File: src/sv/slcan_pkg.sv
// Shared types, character codes and helpers for the SLCAN frame encoder.
// No dependencies. Used by slcan_ctrl, slcan_dp and can_frame_to_slcan_ascii.
package slcan_pkg;

  localparam logic [7:0] CharStd = 8'h74;  // 't'
  localparam logic [7:0] CharExt = 8'h54;  // 'T'
  localparam logic [7:0] CharCr  = 8'h0D;
  localparam logic [7:0] CharZero = 8'h30; // '0'
  localparam logic [7:0] CharLowA = 8'h61; // 'a'
  localparam logic [3:0] MaxLen  = 4'd8;
  localparam logic [3:0] ExtDigitTop = 4'd7;
  localparam logic [3:0] StdDigitTop = 4'd2;

  typedef enum logic [2:0] {
    SEL_HEAD = 3'd0,
    SEL_ID   = 3'd1,
    SEL_LEN  = 3'd2,
    SEL_DATA = 3'd3,
    SEL_CR   = 3'd4
  } char_sel_e;

  typedef enum logic [2:0] {
    CNT_HOLD    = 3'd0,
    CNT_LOAD_ID = 3'd1,
    CNT_CLEAR   = 3'd2,
    CNT_INC     = 3'd3,
    CNT_DEC     = 3'd4
  } cnt_op_e;

  typedef struct packed {
    logic      load_frame;
    logic      emit;
    char_sel_e sel;
    cnt_op_e   cnt_op;
  } cmd_t;

  typedef struct packed {
    logic out_free;
    logic cnt_zero;
    logic data_last;
    logic len_zero;
  } status_t;

  // Lower-case hex character for one nibble.
  function automatic logic [7:0] hex_char(input logic [3:0] nib);
    logic [7:0] ch;
    if (nib < 4'd10) begin
      ch = CharZero + {4'b0000, nib};
    end else begin
      ch = CharLowA + {4'b0000, nib - 4'd10};
    end
    return ch;
  endfunction

endpackage

File: src/sv/slcan_ctrl.sv
// Sequencer for the SLCAN frame encoder: walks header, identifier digits,
// length digit, data nibbles and CR. Depends on slcan_pkg.
module slcan_ctrl (
  input  logic                clk_i,
  input  logic                rst_ni,
  input  logic                in_valid_i,
  input  slcan_pkg::status_t  status_i,
  output logic                in_stall_o,
  output slcan_pkg::cmd_t     cmd_o
);

  typedef enum logic [5:0] {
    ST_IDLE = 6'b000001,
    ST_HEAD = 6'b000010,
    ST_ID   = 6'b000100,
    ST_LEN  = 6'b001000,
    ST_DATA = 6'b010000,
    ST_CR   = 6'b100000
  } state_e;

  state_e state_q, state_d;

  assign in_stall_o = (state_q != ST_IDLE);

  always_comb begin
    state_d           = state_q;
    cmd_o.load_frame  = 1'b0;
    cmd_o.emit        = 1'b0;
    cmd_o.sel         = slcan_pkg::SEL_HEAD;
    cmd_o.cnt_op      = slcan_pkg::CNT_HOLD;
    case (state_q)
      ST_IDLE: begin
        if (in_valid_i) begin
          cmd_o.load_frame = 1'b1;
          state_d          = ST_HEAD;
        end
      end
      ST_HEAD: begin
        cmd_o.sel = slcan_pkg::SEL_HEAD;
        if (status_i.out_free) begin
          cmd_o.emit   = 1'b1;
          cmd_o.cnt_op = slcan_pkg::CNT_LOAD_ID;
          state_d      = ST_ID;
        end
      end
      ST_ID: begin
        cmd_o.sel = slcan_pkg::SEL_ID;
        if (status_i.out_free) begin
          cmd_o.emit = 1'b1;
          if (status_i.cnt_zero) begin
            state_d = ST_LEN;
          end else begin
            cmd_o.cnt_op = slcan_pkg::CNT_DEC;
          end
        end
      end
      ST_LEN: begin
        cmd_o.sel = slcan_pkg::SEL_LEN;
        if (status_i.out_free) begin
          cmd_o.emit   = 1'b1;
          cmd_o.cnt_op = slcan_pkg::CNT_CLEAR;
          state_d      = status_i.len_zero ? ST_CR : ST_DATA;
        end
      end
      ST_DATA: begin
        cmd_o.sel = slcan_pkg::SEL_DATA;
        if (status_i.out_free) begin
          cmd_o.emit = 1'b1;
          if (status_i.data_last) begin
            state_d = ST_CR;
          end else begin
            cmd_o.cnt_op = slcan_pkg::CNT_INC;
          end
        end
      end
      ST_CR: begin
        cmd_o.sel = slcan_pkg::SEL_CR;
        if (status_i.out_free) begin
          cmd_o.emit = 1'b1;
          state_d    = ST_IDLE;
        end
      end
      default: begin
        state_d = ST_IDLE;
      end
    endcase
  end

  always_ff @(posedge clk_i or negedge rst_ni) begin
    if (!rst_ni) begin
      state_q <= ST_IDLE;
    end else begin
      state_q <= state_d;
    end
  end

endmodule

File: src/sv/slcan_dp.sv
// Datapath for the SLCAN frame encoder: frame registers, digit counter,
// character select and output register. Depends on slcan_pkg.
module slcan_dp (
  input  logic               clk_i,
  input  logic               rst_ni,
  input  slcan_pkg::cmd_t    cmd_i,
  output slcan_pkg::status_t status_o,
  input  logic               is_extended_i,
  input  logic [28:0]        can_id_i,
  input  logic [3:0]         dlc_i,
  input  logic [7:0]         data_i [8],
  input  logic               out_stall_i,
  output logic               out_valid_o,
  output logic [7:0]         ascii_byte_o,
  output logic               last_byte_o
);

  logic        ext_q;
  logic [28:0] id_q;
  logic [3:0]  len_q;
  logic [7:0]  data_q [8];
  logic [3:0]  cnt_q, cnt_d;
  logic        out_valid_q;
  logic [7:0]  byte_q;
  logic        last_q;

  logic [31:0] id_pad;
  logic [3:0]  id_nib;
  logic [7:0]  data_byte;
  logic [3:0]  data_nib;
  logic [4:0]  last_nib_idx;
  logic [7:0]  char_d;

  assign id_pad       = {3'b000, id_q};
  assign id_nib       = id_pad[{cnt_q[2:0], 2'b00} +: 4];
  assign data_byte    = data_q[cnt_q[3:1]];
  assign data_nib     = cnt_q[0] ? data_byte[3:0] : data_byte[7:4];
  assign last_nib_idx = {len_q, 1'b0} - 5'd1;

  assign status_o.out_free  = !out_valid_q || !out_stall_i;
  assign status_o.cnt_zero  = (cnt_q == 4'd0);
  assign status_o.data_last = ({1'b0, cnt_q} == last_nib_idx);
  assign status_o.len_zero  = (len_q == 4'd0);

  always_comb begin
    case (cmd_i.sel)
      slcan_pkg::SEL_HEAD: char_d = ext_q ? slcan_pkg::CharExt : slcan_pkg::CharStd;
      slcan_pkg::SEL_ID:   char_d = slcan_pkg::hex_char(id_nib);
      slcan_pkg::SEL_LEN:  char_d = slcan_pkg::CharZero + {4'b0000, len_q};
      slcan_pkg::SEL_DATA: char_d = slcan_pkg::hex_char(data_nib);
      slcan_pkg::SEL_CR:   char_d = slcan_pkg::CharCr;
      default:             char_d = slcan_pkg::CharCr;
    endcase
  end

  always_comb begin
    case (cmd_i.cnt_op)
      slcan_pkg::CNT_LOAD_ID: cnt_d = ext_q ? slcan_pkg::ExtDigitTop : slcan_pkg::StdDigitTop;
      slcan_pkg::CNT_CLEAR:   cnt_d = 4'd0;
      slcan_pkg::CNT_INC:     cnt_d = cnt_q + 4'd1;
      slcan_pkg::CNT_DEC:     cnt_d = cnt_q - 4'd1;
      default:                cnt_d = cnt_q;
    endcase
  end

  // Frame capture; mask standard identifiers and saturate the length.
  always_ff @(posedge clk_i) begin
    if (cmd_i.load_frame) begin
      ext_q  <= is_extended_i;
      id_q   <= is_extended_i ? can_id_i : {18'd0, can_id_i[10:0]};
      len_q  <= (dlc_i > slcan_pkg::MaxLen) ? slcan_pkg::MaxLen : dlc_i;
      data_q <= data_i;
    end
    cnt_q <= cnt_d;
    if (cmd_i.emit) begin
      byte_q <= char_d;
      last_q <= (cmd_i.sel == slcan_pkg::SEL_CR);
    end
  end

  always_ff @(posedge clk_i or negedge rst_ni) begin
    if (!rst_ni) begin
      out_valid_q <= 1'b0;
    end else if (cmd_i.emit) begin
      out_valid_q <= 1'b1;
    end else if (!out_stall_i) begin
      out_valid_q <= 1'b0;
    end
  end

  assign out_valid_o  = out_valid_q;
  assign ascii_byte_o = byte_q;
  assign last_byte_o  = last_q;

endmodule

File: src/sv/can_frame_to_slcan_ascii.sv
// Top level of the SLCAN (Lawicel) ASCII frame encoder.
// Instantiates slcan_ctrl and slcan_dp; depends on slcan_pkg.

// One CAN frame per input transaction becomes one SLCAN text line, sent as
// one ASCII character per output transaction: 't' plus three hex digits of
// the 11-bit identifier, or 'T' plus eight hex digits of the 29-bit
// identifier, then the length digit, two lower-case hex digits per data
// byte and a closing CR flagged by last_byte_o. Length codes above eight
// send eight bytes. The sequencer emits one character per cycle into a
// single output register while the output does not stall; a line holds
// 6 to 27 characters. A new frame is accepted once the CR has been
// loaded into the output register, even while that CR still waits to
// be taken.
module can_frame_to_slcan_ascii (
  input  logic        clk_i,
  input  logic        rst_ni,
  input  logic        in_valid_i,
  output logic        in_stall_o,
  input  logic        is_extended_i,
  input  logic [28:0] can_id_i,
  input  logic [3:0]  dlc_i,
  input  logic [7:0]  data_0_i,
  input  logic [7:0]  data_1_i,
  input  logic [7:0]  data_2_i,
  input  logic [7:0]  data_3_i,
  input  logic [7:0]  data_4_i,
  input  logic [7:0]  data_5_i,
  input  logic [7:0]  data_6_i,
  input  logic [7:0]  data_7_i,
  output logic        out_valid_o,
  input  logic        out_stall_i,
  output logic [7:0]  ascii_byte_o,
  output logic        last_byte_o
);

  slcan_pkg::cmd_t    cmd;
  slcan_pkg::status_t status;
  logic [7:0]         data_bytes [8];

  // Gather the data byte ports in frame order.
  assign data_bytes[0] = data_0_i;
  assign data_bytes[1] = data_1_i;
  assign data_bytes[2] = data_2_i;
  assign data_bytes[3] = data_3_i;
  assign data_bytes[4] = data_4_i;
  assign data_bytes[5] = data_5_i;
  assign data_bytes[6] = data_6_i;
  assign data_bytes[7] = data_7_i;

  // Sequence the line; hold the input stalled until the CR is loaded.
  slcan_ctrl u_ctrl (
    .clk_i      (clk_i),
    .rst_ni     (rst_ni),
    .in_valid_i (in_valid_i),
    .status_i   (status),
    .in_stall_o (in_stall_o),
    .cmd_o      (cmd)
  );

  // Capture the frame, pick each character and drive the output register.
  slcan_dp u_dp (
    .clk_i         (clk_i),
    .rst_ni        (rst_ni),
    .cmd_i         (cmd),
    .status_o      (status),
    .is_extended_i (is_extended_i),
    .can_id_i      (can_id_i),
    .dlc_i         (dlc_i),
    .data_i        (data_bytes),
    .out_stall_i   (out_stall_i),
    .out_valid_o   (out_valid_o),
    .ascii_byte_o  (ascii_byte_o),
    .last_byte_o   (last_byte_o)
  );

  // After a frame is accepted the encoder stays busy for its line.
  a_busy_after_accept: assert property (@(posedge clk_i) disable iff (!rst_ni)
    (in_valid_i && !in_stall_o) |=> in_stall_o)
    else $error("input not stalled after frame transaction");

  // A taken character that is not the CR is followed at once by the next one.
  a_no_gap_in_line: assert property (@(posedge clk_i) disable iff (!rst_ni)
    (out_valid_o && !out_stall_i && !last_byte_o) |=> out_valid_o)
    else $error("gap inside an SLCAN line");

  // The last-byte flag marks the carriage return only.
  a_last_is_cr: assert property (@(posedge clk_i) disable iff (!rst_ni)
    (out_valid_o && last_byte_o) |-> (ascii_byte_o == slcan_pkg::CharCr))
    else $error("last byte is not CR");

  // While a line is still being sent no new frame is taken.
  a_stall_mid_line: assert property (@(posedge clk_i) disable iff (!rst_ni)
    (out_valid_o && !last_byte_o) |-> in_stall_o)
    else $error("input open in the middle of a line");

endmodule

File: config.mk
export PLATFORM = sky130hd
export DESIGN_NAME = can_frame_to_slcan_ascii
export DESIGN_NICKNAME = d
export VERILOG_FILES = /design/src/sv/slcan_pkg.sv /design/src/sv/slcan_ctrl.sv /design/src/sv/slcan_dp.sv /design/src/sv/can_frame_to_slcan_ascii.sv
export SDC_FILE = /design/constraint.sdc
export NUM_CORES = 1
export LEC_CHECK = 0
export ABC_AREA = 0
export BUFFER_PORTS_ARGS = -buffer_cell sky130_fd_sc_hd__buf_4
export CAP_MARGIN = 20
export CORE_MARGIN = 2
export CORE_UTILIZATION = 55
export DETAILED_ROUTE_END_ITERATION = 12
export PLACE_DENSITY = 0.78
export SYNTH_ARGS = -nofsm -noshare
export SYNTH_HDL_FRONTEND = slang
export SYNTH_HIERARCHICAL = 1
export SYNTH_SLANG_ARGS = --single-unit
File: constraint.sdc
create_clock -name clk_i -period 8.1 [get_ports clk_i]
set_input_delay 1.62 -clock clk_i [delete_from_list [all_inputs] [get_ports clk_i]]
set_output_delay 1.62 -clock clk_i [all_outputs]
set_load 0.01 [all_outputs]
==> qor.csv <==
metric,value,unit
swShare,26.91,%
synth_cells,367,
routed_wl,10490,um
drive_above_1_share,34.41,%
place_congestion,0.8568,
rsz0062_at_grt,no,
cts-resized-gates,0,
route.detailed.drc,0,
fin_crit_sh,47.11,%
post_dp_cell_area,6391,um2
routed_via_density,5.557,
whs_path_depth,2,
final_cells,630,
intPower,1.556,mW
grt_pass1_wl,17130,um
syn-cell-area,5469,um2
hold_violations,0,
hold_path.class,flip-flop to flip-flop,
cp-start-kind,input port,
cts.hold.buffers_added,0,
r2r_setup_slack,4.46,ns
dp_slack,3.825,ns
setup_viol,0,
cts.path.max_buffers,2,
skew,0.008780,ns
setup_ws,4.284,ns
synth_area_per_cell,14.90,um2
ir_worst_vdd,0.0002250,V
maxSlewHeadroom,31.32,%
grt_max_degree,83,
setup_tns,0,ns
antenna_cells,0,
power_density,304.3,nW/um2
fmax,262.1,MHz
fin_crit,3.816,ns
start_util,56.21,%
drtAntennaViolNets,0,
area_delta_synth_final,27.89,%
synth-edff-count,110,
die_w,103.7,um
clk_pin_slew,0.06,ns
yosys_warnings,6,
syn-num-nets,480,
synth_seq_cells,117,
sequentialPowerShare,43.3,%
route.met3.wl,734,um
portBuffers,111,
cts_root_buf,clkbuf_8,
status,completed,
nets,597,
post-route-util,71.89,%
antenna_found_initial,0,
drt_first_pass_iters,4,
tightest_slew,1.030,ns
hpwlAfterDp,7213,um
max_cap_viol_count,0,
first_global_vias,3622,
clock_power_share,35.3,%
cts_sinks,117,
track_usage,20.75,%
critical_path_arrival,4.07,ns
drv_slew,0,
dr_wl_met2,5422,um
r2r_end,u_dp/cnt_q[3],
vias,3501,
fp.dieArea,10760,um2
synthFlopType,edfxtp_1,
cp_max_fo,6,
topRoutingLayerUsed,met4,
overflow,0,
drt-wirelength-per-cell,16.64,um
core_area,9729,um2
nFillCells,634,
p_leak,2.738,nW
postCtsSetupRepairBufs,0,
end_kind,flip-flop,
path_class,input port to flip-flop,
placed_cells_incl_taps,598,
cts_tree,yes,
drtIter0Drc,201,
die_y,103.7,um
p_sw,572.7,uW
cts_made_buffers,17,
rr_worst_depth,13,
m1WireLength,4240,um
worstHoldStart,u_ctrl/state_q[0],
ioPinCount,113,
cp.required,8.36,ns
yosysUniqueCellTypes,58,
ys_seq_area_share,63.62,%
hold_end,u_ctrl/state_q[0],
p_comb_share,21.4,%
design_area,6994,um2
clk_latency,0.52,ns
num_rows,36,
r2r_start,u_dp/cnt_q[0],
synthArstFlopShare,5.983,%
htree_levels,4,
## worst max-delay path by stage
stage | depth (start not counted) | slack, ns | end | from
final | 13 | 4.28 | u_dp/cnt_q[3] | out_stall_i
after global routing | 13 | 4.02 | u_dp/cnt_q[3] | out_stall_i
after CTS | 13 | 4.34 | u_dp/cnt_q[3] | out_stall_i
after detailed placement | 13 | 3.83 | u_dp/cnt_q[3] | out_stall_i
after global placement | 13 | 4.01 | u_dp/cnt_q[3] | out_stall_i
after floorplan | 2 | 1.81 | u_dp/data_q[0] | in_valid_i
## kinds of logic (layout without fill, tap and decap cells)
logic type | Yosys count | in the layout | share of synthesized area (%)
AO/OA/AOI/OAI | 55 | 55 | 7.367
AND/OR/NAND/NOR | 102 | 102 | 9.883
multiplexers | 34 | 34 | 11.19
buffers and inverters | 34 | 164 | 3.134
XOR/XNOR | 13 | 13 | 2.082
adder cells (fa/ha/maj) | 11 | 11 | 2.654
other | 1 | 1 | 0.06857
flip-flops | 117 | 117 | 63.62
## flip-flops by register name, indices dropped and copies added (netlist names)
| name | cells |
|---|---|
| u_ctrl/state_q | 6 |
| u_dp/ascii_byte_o | 7 |
| u_dp/cnt_q | 4 |
| u_dp/data_q | 64 |
| u_dp/ext_q | 1 |
| u_dp/id_q | 29 |
| u_dp/last_byte_o | 1 |
| u_dp/len_q | 4 |
| u_dp/out_valid_o | 1 |
## power groups by stage
| stage | logic (mW) | clock network, mW | registers, mW |
|---|---|---|---|
| floorplan | 0.323 | 0 | 0.932 |
| finish | 0.455 | 0.752 | 0.921 |
| global route | 0.499 | 0.794 | 0.937 |
| detailed placement | 0.449 | 0 | 0.932 |
| global placement | 0.438 | 0 | 0.923 |
| CTS | 0.453 | 0.763 | 0.921 |
## layout make-up
class / count / area [um2] / area share (%)
flip-flops and latches: 117 / 3480 / 49.75
multi-input cells: 216 / 1826 / 26.10
repair buffers: 113 / 848.3 / 12.13
clock buffers: 18 / 417.9 / 5.975
clock inverters: 14 / 185.2 / 2.648
well taps: 133 / 166.4 / 2.379
inverters: 19 / 71.32 / 1.020
## synthesized netlist by cell type (7+ instances only)
master / instances / area share, %
a21oi_1: 10 / 0.92
and2_1: 18 / 2.1
buf_4: 7 / 0.96
edfxtp_1: 110 / 60
ha_1: 10 / 2.3
inv_1: 17 / 1.2
mux2i_1: 9 / 1.6
mux4_2: 16 / 6.6
nand2_1: 19 / 1.3
nand3_1: 7 / 0.64
nor2_1: 19 / 1.3
nor2b_1: 10 / 1.1
o21ai_0: 7 / 0.64
xnor2_1: 9 / 1.4
## stage by stage
stage	hold slack [ns]	total power, mW
final	0.5620	2.128
after global routing	0.6101	2.230
after CTS	0.5498	2.137
after detailed placement	0.5399	1.381
after global placement	0.5369	1.360
after floorplan	0.4949	1.254
## layer usage
layer  vias to the layer above  track usage, %
li1                       1640               -
met1                      1704           25.10
met2                       147           34.67
met3                        10           7.048
met4                         0           7.915
met5                         -               0
## cells in the final DEF, fill, tap and decap left out, types with 7 or more instances in the layout
cell | Yosys | layout
nand2_1 | 19 | 19
inv_1 | 17 | 17
mux2i_1 | 9 | 9
clkbuf_16 | 0 | 16
nand3_1 | 7 | 7
a21oi_1 | 10 | 10
nor2_1 | 19 | 18
ha_1 | 10 | 10
edfxtp_1 | 110 | 110
and2_1 | 18 | 18
xnor2_1 | 9 | 9
mux4_2 | 16 | 16
nor2b_1 | 10 | 10
buf_4 | 7 | 113
o21ai_0 | 7 | 7
## worst max-delay path, stage by stage
cell and delay (ns):
buf_4 0.11, nand2_1 0.22, inv_1 0.11, or2_1 0.27
a21oi_1 0.36, nor2_1 0.14, nand2_1 0.19, inv_1 0.10
ha_1 0.28, a21o_1 0.18, a21oi_1 0.18, xor2_1 0.20
o21ai_0 0.10
Note: power is estimated with default switching activity, not from simulation.
